$ cat config.mk
export PLATFORM = sky130hd
export DESIGN_NAME = indexed_insert_erase_array
export DESIGN_NICKNAME = d
export VERILOG_FILES = /design/src/hw/rtl/iea_pkg.sv /design/src/hw/rtl/iea_datapath.sv /design/src/hw/rtl/iea_ctrl.sv /design/src/hw/rtl/indexed_insert_erase_array.sv
export SDC_FILE = /design/constraint.sdc
export NUM_CORES = 2
export LEC_CHECK = 0
export BUFFER_PORTS_ARGS = -buffer_cell sky130_fd_sc_hd__buf_2
export CAP_MARGIN = 10
export CORE_ASPECT_RATIO = 1.1
export CORE_MARGIN = 2
export CORE_UTILIZATION = 40
export CTS_CLUSTER_SIZE = 12
export DETAILED_ROUTE_END_ITERATION = 7
export PLACE_DENSITY = 0.67
export SLEW_MARGIN = 20
export SYNTH_ARGS = -nofsm -noshare
export SYNTH_HDL_FRONTEND = slang
export SYNTH_SLANG_ARGS = --single-unit
$ cat constraint.sdc
create_clock -name clk -period 8.61 [get_ports clk]
set_input_delay 0.861 -clock clk [delete_from_list [all_inputs] [get_ports clk]]
set_output_delay 0.861 -clock clk [all_outputs]
set_load 0.01 [all_outputs]
$ cat src/hw/rtl/iea_pkg.sv
// Package for the indexed insert/erase array.
// Holds command and result item types, operation and status codes, and the
// control/status structs between the controller and the datapath.
package iea_pkg;

    localparam int KIND_W   = 3;
    localparam int POS_W    = 7;
    localparam int WORD_W   = 32;
    localparam int STATUS_W = 2;
    localparam int COUNT_W  = 7;

    localparam logic [KIND_W-1:0] KIND_READ       = 3'd0;
    localparam logic [KIND_W-1:0] KIND_PUSH_FRONT = 3'd1;
    localparam logic [KIND_W-1:0] KIND_PUSH_BACK  = 3'd2;
    localparam logic [KIND_W-1:0] KIND_INSERT     = 3'd3;
    localparam logic [KIND_W-1:0] KIND_POP_FRONT  = 3'd4;
    localparam logic [KIND_W-1:0] KIND_POP_BACK   = 3'd5;
    localparam logic [KIND_W-1:0] KIND_ERASE      = 3'd6;

    localparam logic [STATUS_W-1:0] ST_OK    = 2'd0;
    localparam logic [STATUS_W-1:0] ST_FULL  = 2'd1;
    localparam logic [STATUS_W-1:0] ST_EMPTY = 2'd2;
    localparam logic [STATUS_W-1:0] ST_INDEX = 2'd3;

    typedef struct packed {
        logic [KIND_W-1:0]        kind;
        logic [POS_W-1:0]         position;
        logic signed [WORD_W-1:0] value;
    } iea_item_t;

    typedef struct packed {
        logic [STATUS_W-1:0]      status;
        logic signed [WORD_W-1:0] read_value;
        logic [COUNT_W-1:0]       count;
    } iea_result_t;

    typedef enum logic [1:0] {
        RD_NONE,
        RD_POS,
        RD_BELOW,
        RD_ABOVE
    } iea_rd_op_t;

    typedef enum logic [1:0] {
        WR_NONE,
        WR_SHIFT,
        WR_VALUE
    } iea_wr_op_t;

    typedef struct packed {
        logic       load_item;
        logic       start;
        iea_rd_op_t rd_op;
        iea_wr_op_t wr_op;
        logic       cur_inc;
        logic       cur_dec;
        logic       cnt_inc;
        logic       cnt_dec;
        logic       push_result;
    } iea_cmd_t;

    typedef struct packed {
        logic fault;
        logic is_read;
        logic is_ins;
        logic is_era;
        logic up_more;
        logic down_more;
    } iea_sts_t;

endpackage

$ cat src/hw/rtl/iea_datapath.sv
// Datapath of the indexed insert/erase array: element memory, count,
// shift cursor, held item and result register.
// Depends on iea_pkg; driven by iea_ctrl through iea_cmd_t.
module iea_datapath #(
    parameter int CAPACITY = 64
) (
    input  logic                clk,
    input  logic                rst_n,
    input  iea_pkg::iea_item_t  item_in,
    input  iea_pkg::iea_cmd_t   ctl,
    output iea_pkg::iea_sts_t   sts,
    output iea_pkg::iea_result_t result
);
    import iea_pkg::*;

    localparam int IW = (CAPACITY > 1) ? $clog2(CAPACITY) : 1;
    localparam int CW = $clog2(CAPACITY + 1);
    localparam int AW = (CW > POS_W) ? CW : POS_W;

    logic [WORD_W-1:0] mem [CAPACITY];
    logic [WORD_W-1:0] rdata_reg;

    iea_item_t           item_reg;
    logic [CW-1:0]       count_reg, count_next;
    logic [CW-1:0]       cursor_reg, cursor_next;
    logic [STATUS_W-1:0] status_reg;
    logic                rd_sel_reg;
    iea_result_t         result_reg;

    logic [AW-1:0]       pos_ext, cnt_ext, cur_ext;
    logic [AW-1:0]       at_ins, at_era;
    logic [STATUS_W-1:0] status_now;
    logic [CW-1:0]       cur_below, cur_above;
    logic [IW-1:0]       rd_addr, wr_addr;
    logic [WORD_W-1:0]   wr_data;
    logic                wr_en, rd_en;
    logic                kind_read, kind_ins, kind_era;

    assign pos_ext   = AW'(item_reg.position);
    assign cnt_ext   = AW'(count_reg);
    assign cur_ext   = AW'(cursor_reg);
    assign cur_below = cursor_reg - CW'(1);
    assign cur_above = cursor_reg + CW'(1);

    assign kind_read = (item_reg.kind == KIND_READ);
    assign kind_ins  = (item_reg.kind == KIND_PUSH_FRONT) || (item_reg.kind == KIND_PUSH_BACK)
                    || (item_reg.kind == KIND_INSERT);
    assign kind_era  = (item_reg.kind == KIND_POP_FRONT) || (item_reg.kind == KIND_POP_BACK)
                    || (item_reg.kind == KIND_ERASE);

    always_comb
    begin
        case (item_reg.kind)
            KIND_PUSH_FRONT: at_ins = '0;
            KIND_PUSH_BACK:  at_ins = cnt_ext;
            default:         at_ins = pos_ext;
        endcase
        case (item_reg.kind)
            KIND_POP_FRONT: at_era = '0;
            KIND_POP_BACK:  at_era = cnt_ext - AW'(1);
            default:        at_era = pos_ext;
        endcase
    end

    always_comb
    begin
        status_now = ST_OK;
        if (kind_read || kind_era)
        begin
            if (count_reg == '0)
                status_now = ST_EMPTY;
            else if ((kind_read ? pos_ext : at_era) >= cnt_ext)
                status_now = ST_INDEX;
        end
        else if (kind_ins)
        begin
            if (at_ins > cnt_ext)
                status_now = ST_INDEX;
            else if (count_reg >= CW'(CAPACITY))
                status_now = ST_FULL;
        end
    end

    assign sts.fault     = (status_now != ST_OK);
    assign sts.is_read   = kind_read;
    assign sts.is_ins    = kind_ins;
    assign sts.is_era    = kind_era;
    assign sts.up_more   = (cur_ext > at_ins);
    assign sts.down_more = ({1'b0, cursor_reg} + (CW+1)'(1)) < {1'b0, count_reg};

    always_comb
    begin
        rd_en   = 1'b1;
        rd_addr = cur_below[IW-1:0];
        case (ctl.rd_op)
            RD_POS:   rd_addr = pos_ext[IW-1:0];
            RD_BELOW: rd_addr = cur_below[IW-1:0];
            RD_ABOVE: rd_addr = cur_above[IW-1:0];
            default:  rd_en   = 1'b0;
        endcase
    end

    assign wr_addr = cursor_reg[IW-1:0];
    assign wr_en   = (ctl.wr_op == WR_SHIFT) || (ctl.wr_op == WR_VALUE);
    assign wr_data = (ctl.wr_op == WR_VALUE) ? item_reg.value : rdata_reg;

    always_ff @(posedge clk)
    begin
        if (wr_en)
            mem[wr_addr] <= wr_data;
        if (rd_en)
            rdata_reg <= mem[rd_addr];
    end

    always_comb
    begin
        count_next = count_reg;
        if (ctl.cnt_inc)
            count_next = count_reg + CW'(1);
        else if (ctl.cnt_dec)
            count_next = count_reg - CW'(1);
        cursor_next = cursor_reg;
        if (ctl.start)
            cursor_next = kind_ins ? count_reg : at_era[CW-1:0];
        else if (ctl.cur_inc)
            cursor_next = cur_above;
        else if (ctl.cur_dec)
            cursor_next = cur_below;
    end

    always_ff @(posedge clk or negedge rst_n)
    begin
        if (!rst_n)
            count_reg <= '0;
        else
            count_reg <= count_next;
    end

    always_ff @(posedge clk)
    begin
        cursor_reg <= cursor_next;
        if (ctl.load_item)
            item_reg <= item_in;
        if (ctl.start)
        begin
            status_reg <= status_now;
            rd_sel_reg <= kind_read && (status_now == ST_OK);
        end
        if (ctl.push_result)
        begin
            result_reg.status     <= status_reg;
            result_reg.read_value <= rd_sel_reg ? rdata_reg : '0;
            result_reg.count      <= cnt_ext[COUNT_W-1:0];
        end
    end

    assign result = result_reg;

    a_count_bound: assert property (@(posedge clk) disable iff (!rst_n)
        count_reg <= CW'(CAPACITY))
        else $error("element count above capacity");

    a_value_write_grows: assert property (@(posedge clk) disable iff (!rst_n)
        (ctl.wr_op == WR_VALUE) |-> ctl.cnt_inc && (count_reg < CW'(CAPACITY)))
        else $error("value written without room or count update");

    a_count_step: assert property (@(posedge clk) disable iff (!rst_n)
        (ctl.cnt_inc || ctl.cnt_dec) |=> !$stable(count_reg))
        else $error("count update lost");

endmodule

$ cat src/hw/rtl/iea_ctrl.sv
// Controller of the indexed insert/erase array: sequences decode, element
// shifts and result hand-off, and owns both handshakes.
// Depends on iea_pkg; commands iea_datapath through iea_cmd_t.
module iea_ctrl (
    input  logic               clk,
    input  logic               rst_n,
    input  logic               cmd_valid,
    output logic               cmd_stall,
    output logic               rsp_valid,
    input  logic               rsp_stall,
    input  iea_pkg::iea_sts_t  sts,
    output iea_pkg::iea_cmd_t  ctl
);
    import iea_pkg::*;

    typedef enum logic [2:0] {
        S_IDLE,
        S_DECODE,
        S_UP_RD,
        S_UP_WR,
        S_DN_RD,
        S_DN_WR,
        S_FINISH
    } state_t;

    state_t state_reg, state_next;
    logic   rsp_valid_reg, rsp_valid_next;
    logic   slot_free;

    assign cmd_stall = (state_reg != S_IDLE);
    assign rsp_valid = rsp_valid_reg;
    assign slot_free = !rsp_valid_reg || !rsp_stall;

    always_comb
    begin
        ctl        = '0;
        ctl.rd_op  = RD_NONE;
        ctl.wr_op  = WR_NONE;
        state_next = state_reg;
        case (state_reg)
            S_IDLE:
            begin
                if (cmd_valid)
                begin
                    ctl.load_item = 1'b1;
                    state_next    = S_DECODE;
                end
            end
            S_DECODE:
            begin
                ctl.start = 1'b1;
                if (sts.fault)
                    state_next = S_FINISH;
                else if (sts.is_read)
                begin
                    ctl.rd_op  = RD_POS;
                    state_next = S_FINISH;
                end
                else if (sts.is_ins)
                    state_next = S_UP_RD;
                else if (sts.is_era)
                    state_next = S_DN_RD;
                else
                    state_next = S_FINISH;
            end
            S_UP_RD:
            begin
                if (sts.up_more)
                begin
                    ctl.rd_op  = RD_BELOW;
                    state_next = S_UP_WR;
                end
                else
                begin
                    ctl.wr_op   = WR_VALUE;
                    ctl.cnt_inc = 1'b1;
                    state_next  = S_FINISH;
                end
            end
            S_UP_WR:
            begin
                ctl.wr_op   = WR_SHIFT;
                ctl.cur_dec = 1'b1;
                state_next  = S_UP_RD;
            end
            S_DN_RD:
            begin
                if (sts.down_more)
                begin
                    ctl.rd_op  = RD_ABOVE;
                    state_next = S_DN_WR;
                end
                else
                begin
                    ctl.cnt_dec = 1'b1;
                    state_next  = S_FINISH;
                end
            end
            S_DN_WR:
            begin
                ctl.wr_op   = WR_SHIFT;
                ctl.cur_inc = 1'b1;
                state_next  = S_DN_RD;
            end
            S_FINISH:
            begin
                if (slot_free)
                begin
                    ctl.push_result = 1'b1;
                    state_next      = S_IDLE;
                end
            end
            default:
            begin
                state_next = S_IDLE;
            end
        endcase

        rsp_valid_next = rsp_valid_reg;
        if (ctl.push_result)
            rsp_valid_next = 1'b1;
        else if (!rsp_stall)
            rsp_valid_next = 1'b0;
    end

    always_ff @(posedge clk or negedge rst_n)
    begin
        if (!rst_n)
        begin
            state_reg     <= S_IDLE;
            rsp_valid_reg <= 1'b0;
        end
        else
        begin
            state_reg     <= state_next;
            rsp_valid_reg <= rsp_valid_next;
        end
    end

    a_one_item: assert property (@(posedge clk) disable iff (!rst_n)
        (cmd_valid && !cmd_stall) |=> cmd_stall)
        else $error("item accepted while another is in flight");

    a_fault_no_shift: assert property (@(posedge clk) disable iff (!rst_n)
        (state_reg == S_DECODE && sts.fault) |=> state_reg == S_FINISH)
        else $error("failed command entered a shift loop");

    a_push_free_slot: assert property (@(posedge clk) disable iff (!rst_n)
        ctl.push_result |-> (!rsp_valid_reg || !rsp_stall))
        else $error("result overwrote a pending item");

    a_result_follows: assert property (@(posedge clk) disable iff (!rst_n)
        ctl.push_result |=> rsp_valid && !cmd_stall)
        else $error("result push did not raise valid or release input");

endmodule

$ cat src/hw/rtl/indexed_insert_erase_array.sv
// Ordered array of up to CAPACITY 32-bit words with read, push, insert, pop
// and erase by index; one result item per command item. Commands are taken
// one at a time. A read or a failed or unused command passes through decode
// and finish; a push, insert, pop or erase also loops through a read state
// and a write state for each element moved, since every move is one read
// and one write of the element memory. Elements are not cleared at reset;
// the count resets to 0.
// Depends on iea_pkg, iea_ctrl and iea_datapath.
module indexed_insert_erase_array #(
    parameter int CAPACITY = 64
) (
    input  logic                 clk,
    input  logic                 rst_n,
    input  logic                 cmd_valid,
    output logic                 cmd_stall,
    input  iea_pkg::iea_item_t   cmd,
    output logic                 rsp_valid,
    input  logic                 rsp_stall,
    output iea_pkg::iea_result_t rsp
);
    import iea_pkg::*;

    iea_cmd_t ctl;
    iea_sts_t sts;

    iea_ctrl u_ctrl (
        .clk       (clk),
        .rst_n     (rst_n),
        .cmd_valid (cmd_valid),
        .cmd_stall (cmd_stall),
        .rsp_valid (rsp_valid),
        .rsp_stall (rsp_stall),
        .sts       (sts),
        .ctl       (ctl)
    );

    iea_datapath #(
        .CAPACITY (CAPACITY)
    ) u_datapath (
        .clk     (clk),
        .rst_n   (rst_n),
        .item_in (cmd),
        .ctl     (ctl),
        .sts     (sts),
        .result  (rsp)
    );

endmodule

# Word level (Yosys, flattened, before mapping)
# Memory sizes are Yosys's and may differ from the RTL's. A register that Yosys moved wholly into a read port is not among the register bits.
# Index checks and enable logic that the tools add are counted.
[word_totals]
romBits = 0
latchBits = 0
n_memories = 1
mem_bits_rw = 2048
output_inout_bits = 43
regBits = 104
elab_cells = 113
[classes]
order_cmp = 5
eq_ne = 20
bitwise = 0
muxes = 49
n_mul = 0
shifts = 0
n_reduce_logical = 21
addsub = 5
div = 0
[mem_list]
columns = ["memory", "words", "width", "read_ports", "rd_ports_with_merged_regs", "write_ports", "line", "source"]
rows = [
  ["u_datapath.mem", 64, 32, 1, 1, 1, "iea_datapath.sv:20", "logic [WORD_W-1:0] mem [CAPACITY];"],
]
[ops]
columns = ["cell", "count"]
rows = [
  ["$mux 7", 7],
  ["$mux 32", 1],
  ["$pmux 7 s2", 2],
  ["$mux 2", 11],
  ["$pmux 3 s7", 1],
  ["$eq 3x3->1 const B", 6],
  ["$mux 1", 18],
  ["$mux 3", 6],
  ["$add 7x1->7 const B", 2],
  ["$gt 7x7->1", 2],
  ["$sub 7x1->7 const B", 2],
  ["$eq 3x2->1 const B", 4],
  ["$pmux 6 s2", 1],
  ["$add 7x1->8 const B", 1],
  ["$lt 8x7->1", 1],
  ["$ge 7x7->1", 1],
  ["$ge 7x7->1 const B", 1],
  ["$logic_not 7->1", 1],
  ["$logic_or 1x1->1", 7],
  ["$eq 2x2->1 const B", 3],
  ["$eq 3x1->1 const B", 2],
  ["$logic_not 3->1", 2],
  ["$pmux 2 s3", 1],
  ["$reduce_bool 3->1", 2],
  ["11 further kinds", 15],
]

# Depth between registers and ports, before layout
[logic_depth]
ltp_word = 13
mapped_depth = 25
ltp_nobuf = 17

# Modules after synthesis
# A second synthesis with hierarchy kept.
[hier_totals]
hier_cells = 5953
area_unflattened_um2 = 89160.5
[modules_own_cells]
columns = ["mod", "cells_each", "instances", "area_per_inst_um2"]
rows = [
  ["iea_datapath", 5910, 1, 88837.7],
  ["iea_ctrl", 43, 1, 322.8],
]

# Least setup slack after synthesis
# Ideal clock, no wire load.
[synth_path]
path_kind = "reg2reg"
startpoint = "reg u_datapath.item_reg[41] (netlist name)"
endpoint = "mem u_datapath.mem[34][0] (enable)"
required_time_ps = 8149
setup_time_ps = 461
synth_period_minus_slack_ps = 6189
stages_incl_launch_ff = 18
arrival_time_ps = 5728
slack_ps = 2421
path_cell_list = "edfxtp_1 nor2b_1 clkbuf_1 a21oi_1 o21ai_0 inv_1 ha_1 nor2b_1 o21ai_0 nand2b_1 a21oi_1 o21ai_0 o21a_1 nor4_1 ha_1 nor4b_1 nand2_1 nor3_1"
[synth_via]
elab_chain_cells = 9
word_cells_on_any_way = 11
cone_classes = "order compare: 1; eq/ne: 4; mux: 5; reduce/logical: 1"
[synth_rtl]
columns = ["element", "line", "source"]
rows = [
  ["start: declaration", "iea_datapath.sv:23", "iea_item_t item_reg;"],
  ["start signal: assignment", "iea_datapath.sv:143", "item_reg <= item_in;"],
  ["$eq 3x2->1 or $eq 3x1->1 (tied branches)", "iea_datapath.sv:53", "case (item_reg.kind)"],
  ["$pmux 7 s2 (*)", "iea_datapath.sv:53", ""],
  ["$gt 7x7->1 (*)", "iea_datapath.sv:88", "assign sts.up_more = (cur_ext > at_ins);"],
  ["$mux 2 (*)", "iea_ctrl.sv:68", "if (sts.up_more)"],
  ["$pmux 2 s2 (*)", "iea_ctrl.sv:40", "case (state_reg)"],
  ["$eq 2x1->1 or $eq 2x2->1 (tied branches)", "iea_datapath.sv:104", "assign wr_en = (ctl.wr_op == WR_SHIFT) || (ctl.wr_op == WR_VALUE);"],
  ["$logic_or 1x1->1 (*)", "iea_datapath.sv:104", ""],
  ["$mux 1 (*)", "iea_datapath.sv:109", "if (wr_en)"],
  ["$mux 1 (not written as such) (*)", "iea_datapath.sv:110", "mem[wr_addr] <= wr_data;"],
  ["end: declaration", "iea_datapath.sv:20", ""],
]
# Every way passes the cells marked *; elsewhere a longest branch is shown, timed or not.

# Worst setup path in the final report
[layout_path]
startpoint = "reg u_datapath.count_reg[1] (netlist: u_datapath.cnt_ext[1])"
endpoint = "reg u_datapath.rdata_reg[14], read port of u_datapath.mem (data pin)"
[layout_via]
elab_chain_cells = 13
word_cells_on_any_way = 27
cone_classes = "add/sub: 1; order compare: 5; eq/ne: 3; mux: 15; reduce/logical: 3"
[layout_rtl]
columns = ["element", "line", "source"]
rows = [
  ["start: declaration", "iea_datapath.sv:24", "logic [CW-1:0] count_reg, count_next;"],
  ["start signal: assignment", "iea_datapath.sv:136", "count_reg <= count_next;"],
  ["$sub 7x1->7", "iea_datapath.sv:60", "KIND_POP_BACK: at_era = cnt_ext - AW'(1);"],
  ["$pmux 7 s2", "iea_datapath.sv:58", "case (item_reg.kind)"],
  ["$mux 7", "iea_datapath.sv:72", "else if ((kind_read ? pos_ext : at_era) >= cnt_ext)"],
  ["$ge 7x7->1", "iea_datapath.sv:72", ""],
  ["$mux 2", "iea_datapath.sv:72", ""],
  ["$mux 2", "iea_datapath.sv:70", "if (count_reg == '0)"],
  ["$mux 2", "iea_datapath.sv:68", "if (kind_read || kind_era)"],
  ["$reduce_bool 2->1", "iea_datapath.sv:84", "assign sts.fault = (status_now != ST_OK);"],
  ["$mux 2", "iea_ctrl.sv:52", "if (sts.fault)"],
  ["$pmux 2 s3 (*)", "iea_ctrl.sv:40", ""],
  ["$eq 2x1->1 or $eq 2x2->1 (tied branches)", "iea_datapath.sv:95", "case (ctl.rd_op)"],
  ["$reduce_or 3->1 (no source line)", "-", ""],
  ["$mux 1", "iea_datapath.sv:95", ""],
  ["end: declaration", "iea_datapath.sv:21", "logic [WORD_W-1:0] rdata_reg;"],
]
# Marks and branches as above.
# A chain may end at the register's enable or synchronous reset.

==> results.py <==
metrics = {
    "outcome": {
        "status": "finished, final reports clean",
    },
    "synthesis": {
        "ys_warn_count": 0,
        "synth_ff_type": "edfxtp_1",
        "synth_top_area_frac": 0.7477,
        "synthTopCellsByArea": "edfxtp_1 75%, nand2_1 7.5%, nand3_1 3.2%",
        "synth_compound_area_frac": 0.07989,
        "yosys.area.top_type": "edfxtp_1",
        "synth_top_family_by_area": "simple AND/OR/NAND/NOR gates",
        "synth-xor-area-share": 0.002108,
        "synth-adder-area-share": 0.004588,
        "yosys.area_share.simple": 0.1288,
        "avgSynthCellArea_um2": 13.48,
        "syn_inst": 6473,
        "synth_edf_count": 2173,
        "yosysUniqueCellTypes": 65,
        "synth_fp_nets": 6551,
        "muxShareOfSynthArea": 0.01125,
        "ys_ff_latch": 2184,
        "synthesis.area_um2": 87270,
        "async_flop_share": 0.005037,
        "seq_area_frac_synth": 0.7509,
    },
    "pwr": {
        "pwr-share-seq": 0.358,
        "netSwitchingPower_mw": 17.63,
        "ir_drop_mv": 0.5070,
        "switching_share": 0.4257,
        "p_int_mw": 23.78,
        "total_power_mw": 41.41,
        "p_per_area_nw_per_um2": 422.5,
        "p_leak_nw": 32.92,
        "pwr-share-clk": 0.201,
        "combPwrFrac": 0.441,
    },
    "timing": {
        "relSlewSlack": 0.2207,
        "setup_viol": 0,
        "rsz0062_at_grt": "no",
        "tightest_slew_ns": 1.169,
        "final_max_slew_viol_count": 0,
        "finClkSkew_ns": 0.04686,
        "fin_setup_tns_ns": 0,
        "finalHoldViolCount": 0,
        "period_minus_slack_ns": 7.028,
        "max_freq_mhz": 142.3,
        "post-route-period-util": 0.8162,
    },
    "global_routing": {
        "antenna_found_initial": 10,
        "grt_max_degree": 180,
        "grt_pass1_wl_um": 360500,
        "grtUsageTotal": 0.2169,
        "first_global_vias": 52570,
        "grt-ovfl-total": 0,
    },
    "detailed_routing": {
        "drt_iter0_drc": 8090,
        "wl_met3_um": 29060,
        "totalWireLength_um": 247500,
        "drc": 0,
        "dr_wl_met2_um": 114000,
        "vias_per_cell": 5.901,
        "vias": 56140,
        "final_antenna_net_count": 0,
        "wire_per_inst_um": 26.01,
        "wl_met1_um": 97740,
        "routed.top_layer": "met5",
        "first_pass_iters": 8,
    },
    "floorplanning": {
        "io_pins": 89,
        "rows": 179,
        "die_area_um2": 221900,
        "core_um2": 216600,
        "die_x_um": 449.4,
        "initial_core_util": 0.4030,
        "die_h_um": 493.9,
    },
    "worst_hold_path": {
        "min_path_type": "in -> reg",
        "min_path_cells": 1,
    },
    "worst_setup_path": {
        "cp_max_fo": 80,
        "critPathArrivalTime_ns": 7.62,
        "endpoint": "u_datapath.rdata_reg[14]$_DFFE_PP_",
        "path_class": "reg -> reg",
        "path_cells": "inv_1 > ha_1 > or3b_1 > or3_1 > xnor2_1 > o31ai_1 > ha_1 > and3_1 > a221oi_1 > o211a_1 > nor3_1 > or2_2 > buf_4 > nand2_4 > buf_12 > o22ai_1 > a311oi_1 > a22oi_1 > and3_1",
        "worstRegToRegCells": 19,
        "worstPathRequired_ns": 9.21,
        "cp-start-kind": "flop",
        "cpPeakStageDelay_ns": 0.90,
        "r2r-end": "u_datapath.rdata_reg[14]$_DFFE_PP_",
        "worst-r2r-setup-slack_ns": 1.58,
        "r2r_start": "u_datapath.cnt_ext[1]$_DFFE_PN0P_",
        "cp-end-kind": "flop",
        "slowest_stage": "a311oi_1",
        "worstSetupStartpoint": "u_datapath.cnt_ext[1]$_DFFE_PN0P_",
    },
    "finish": {
        "fill_cells": 18780,
        "drive_gt1_frac": 0.09481,
        "largest_reg_flops": 2048,
        "area_growth_syn_to_layout_pct": 12.30,
        "utilization": 0.4525,
        "fin_nets": 6596,
    },
    "clock_network": {
        "path_clk_slew_ns": 0.06,
        "clk_latency_ns": 0.85,
        "cts-resized-gates": 0,
        "post_cts_buffers": 0,
        "cts_buffer_depth": 3,
        "clockRootBuffer": "clkbuf_16",
        "htreeDepth": 4,
        "numCtsBuffers": 210,
        "cts_tree": "yes",
        "cts_num_sinks": 2184,
    },
    "placement": {
        "place_congestion": 0.9003,
        "port_buffers": 88,
        "dp_hpwl_um": 145300,
    },
    "job": {
        "maxCapViolCount": 0,
    },
}
cell type report:
cell class | count | area (µm²) | area share
antenna | 5 | 12.51 | 0.0001277
inverter | 23 | 87.58 | 0.0008936
timing repair buffer | 264 | 2467 | 0.02518
tap | 2896 | 3623 | 0.03697
sequential | 2184 | 65530 | 0.6686
clock inverter | 42 | 301.5 | 0.003077
clock buffer | 265 | 5588 | 0.05701
multi-input combinational | 3835 | 20400 | 0.2081
power by group through the flow:
stage / logic (mW) / registers (mW) / clock network, mW
2_1_floorplan: 10.7 / 14.7 / 0
3_3_place_gp: 17.5 / 15.0 / 0
3_5_place_dp: 17.8 / 15.0 / 0
4_1_cts: 17.9 / 14.8 / 8.35
5_1_grt: 19.3 / 14.8 / 8.75
6_report: 18.3 / 14.8 / 8.30
routing by layer:
metal	vias up	GRT usage
li1	24170	-
met1	28120	0.3036
met2	3407	0.3379
met3	441	0.05160
met4	4	0.06239
met5	-	0
worst max-delay path, delay by kind of cell (launching register included):
family	cells	cell delay (ns)
DFF	1	0.47
xor gates and xnor gates	1	0.15
adders and majority gates	2	0.55
buffers and inverters	3	0.90
and+or+nand+nor	7	1.93
AOI/OAI and AO/OA	6	2.56
timing repair:
item                                   in CTS  in global routing
hold buffers                                1                  0
endpoints found under the hold margin      11                  0
setup endpoints to repair                   0                  0
cell families after synthesis:
family / count (synthesis)
AOI/OAI and AO/OA: 1049
xor gates and xnor gates: 21
adders and majority gates: 32
buffers and inverters: 454
DFF: 2184
muxes: 94
and+or+nand+nor: 2639
worst min-delay path by stage:
stage,start,to
floorplan,u_datapath.status_reg[0]$_DFFE_PP_,u_datapath.result[39]$_DFFE_PP_
global placement,u_datapath.status_reg[0]$_DFFE_PP_,u_datapath.result[39]$_DFFE_PP_
detailed placement,u_datapath.status_reg[0]$_DFFE_PP_,u_datapath.result[39]$_DFFE_PP_
CTS,cmd[37],u_datapath.pos_ext[5]$_DFFE_PP_
global route,cmd[25],u_datapath.item_reg[25]$_DFFE_PP_
finish,cmd[37],u_datapath.pos_ext[5]$_DFFE_PP_
cell usage after synthesis (83+ instances only):
cell type	n
edfxtp_1	2173
a21oi_1	427
o22ai_1	86
a311oi_1	107
clkbuf_1	167
nand2_1	1739
a22o_1	158
buf_1	83
nand3_1	556
nor2_1	101
and3_1	84
buf_2	171
layout by cell type (no fill, tap or decap), drive strengths merged, types with 33 or more instances in the layout:
cell type / n
mux2: 33
clkbuf: 265
clkinv: 34
a22o: 158
nand3: 556
a31oi: 70
and3: 84
mux2i: 61
nand4: 33
o21ai: 42
a311oi: 107
nor2: 103
buf: 263
edfxtp: 2173
nand2: 1742
a21oi: 427
o22ai: 86
a22oi: 39
and2: 37
stage by stage:
stage	std cells	hold WS (ns)	instance area [µm²]	setup WS, ns
floorplan	6473	0.4003	87270	2.421
global placement	9172	0.4112	91430	1.746
detailed placement	9199	0.4213	92010	1.761
CTS	9507	0.1322	97910	1.723
global route	9510	0.1495	98000	1.090
finish	9514	0.1835	98010	1.582
(Power assumes the default switching activity.)
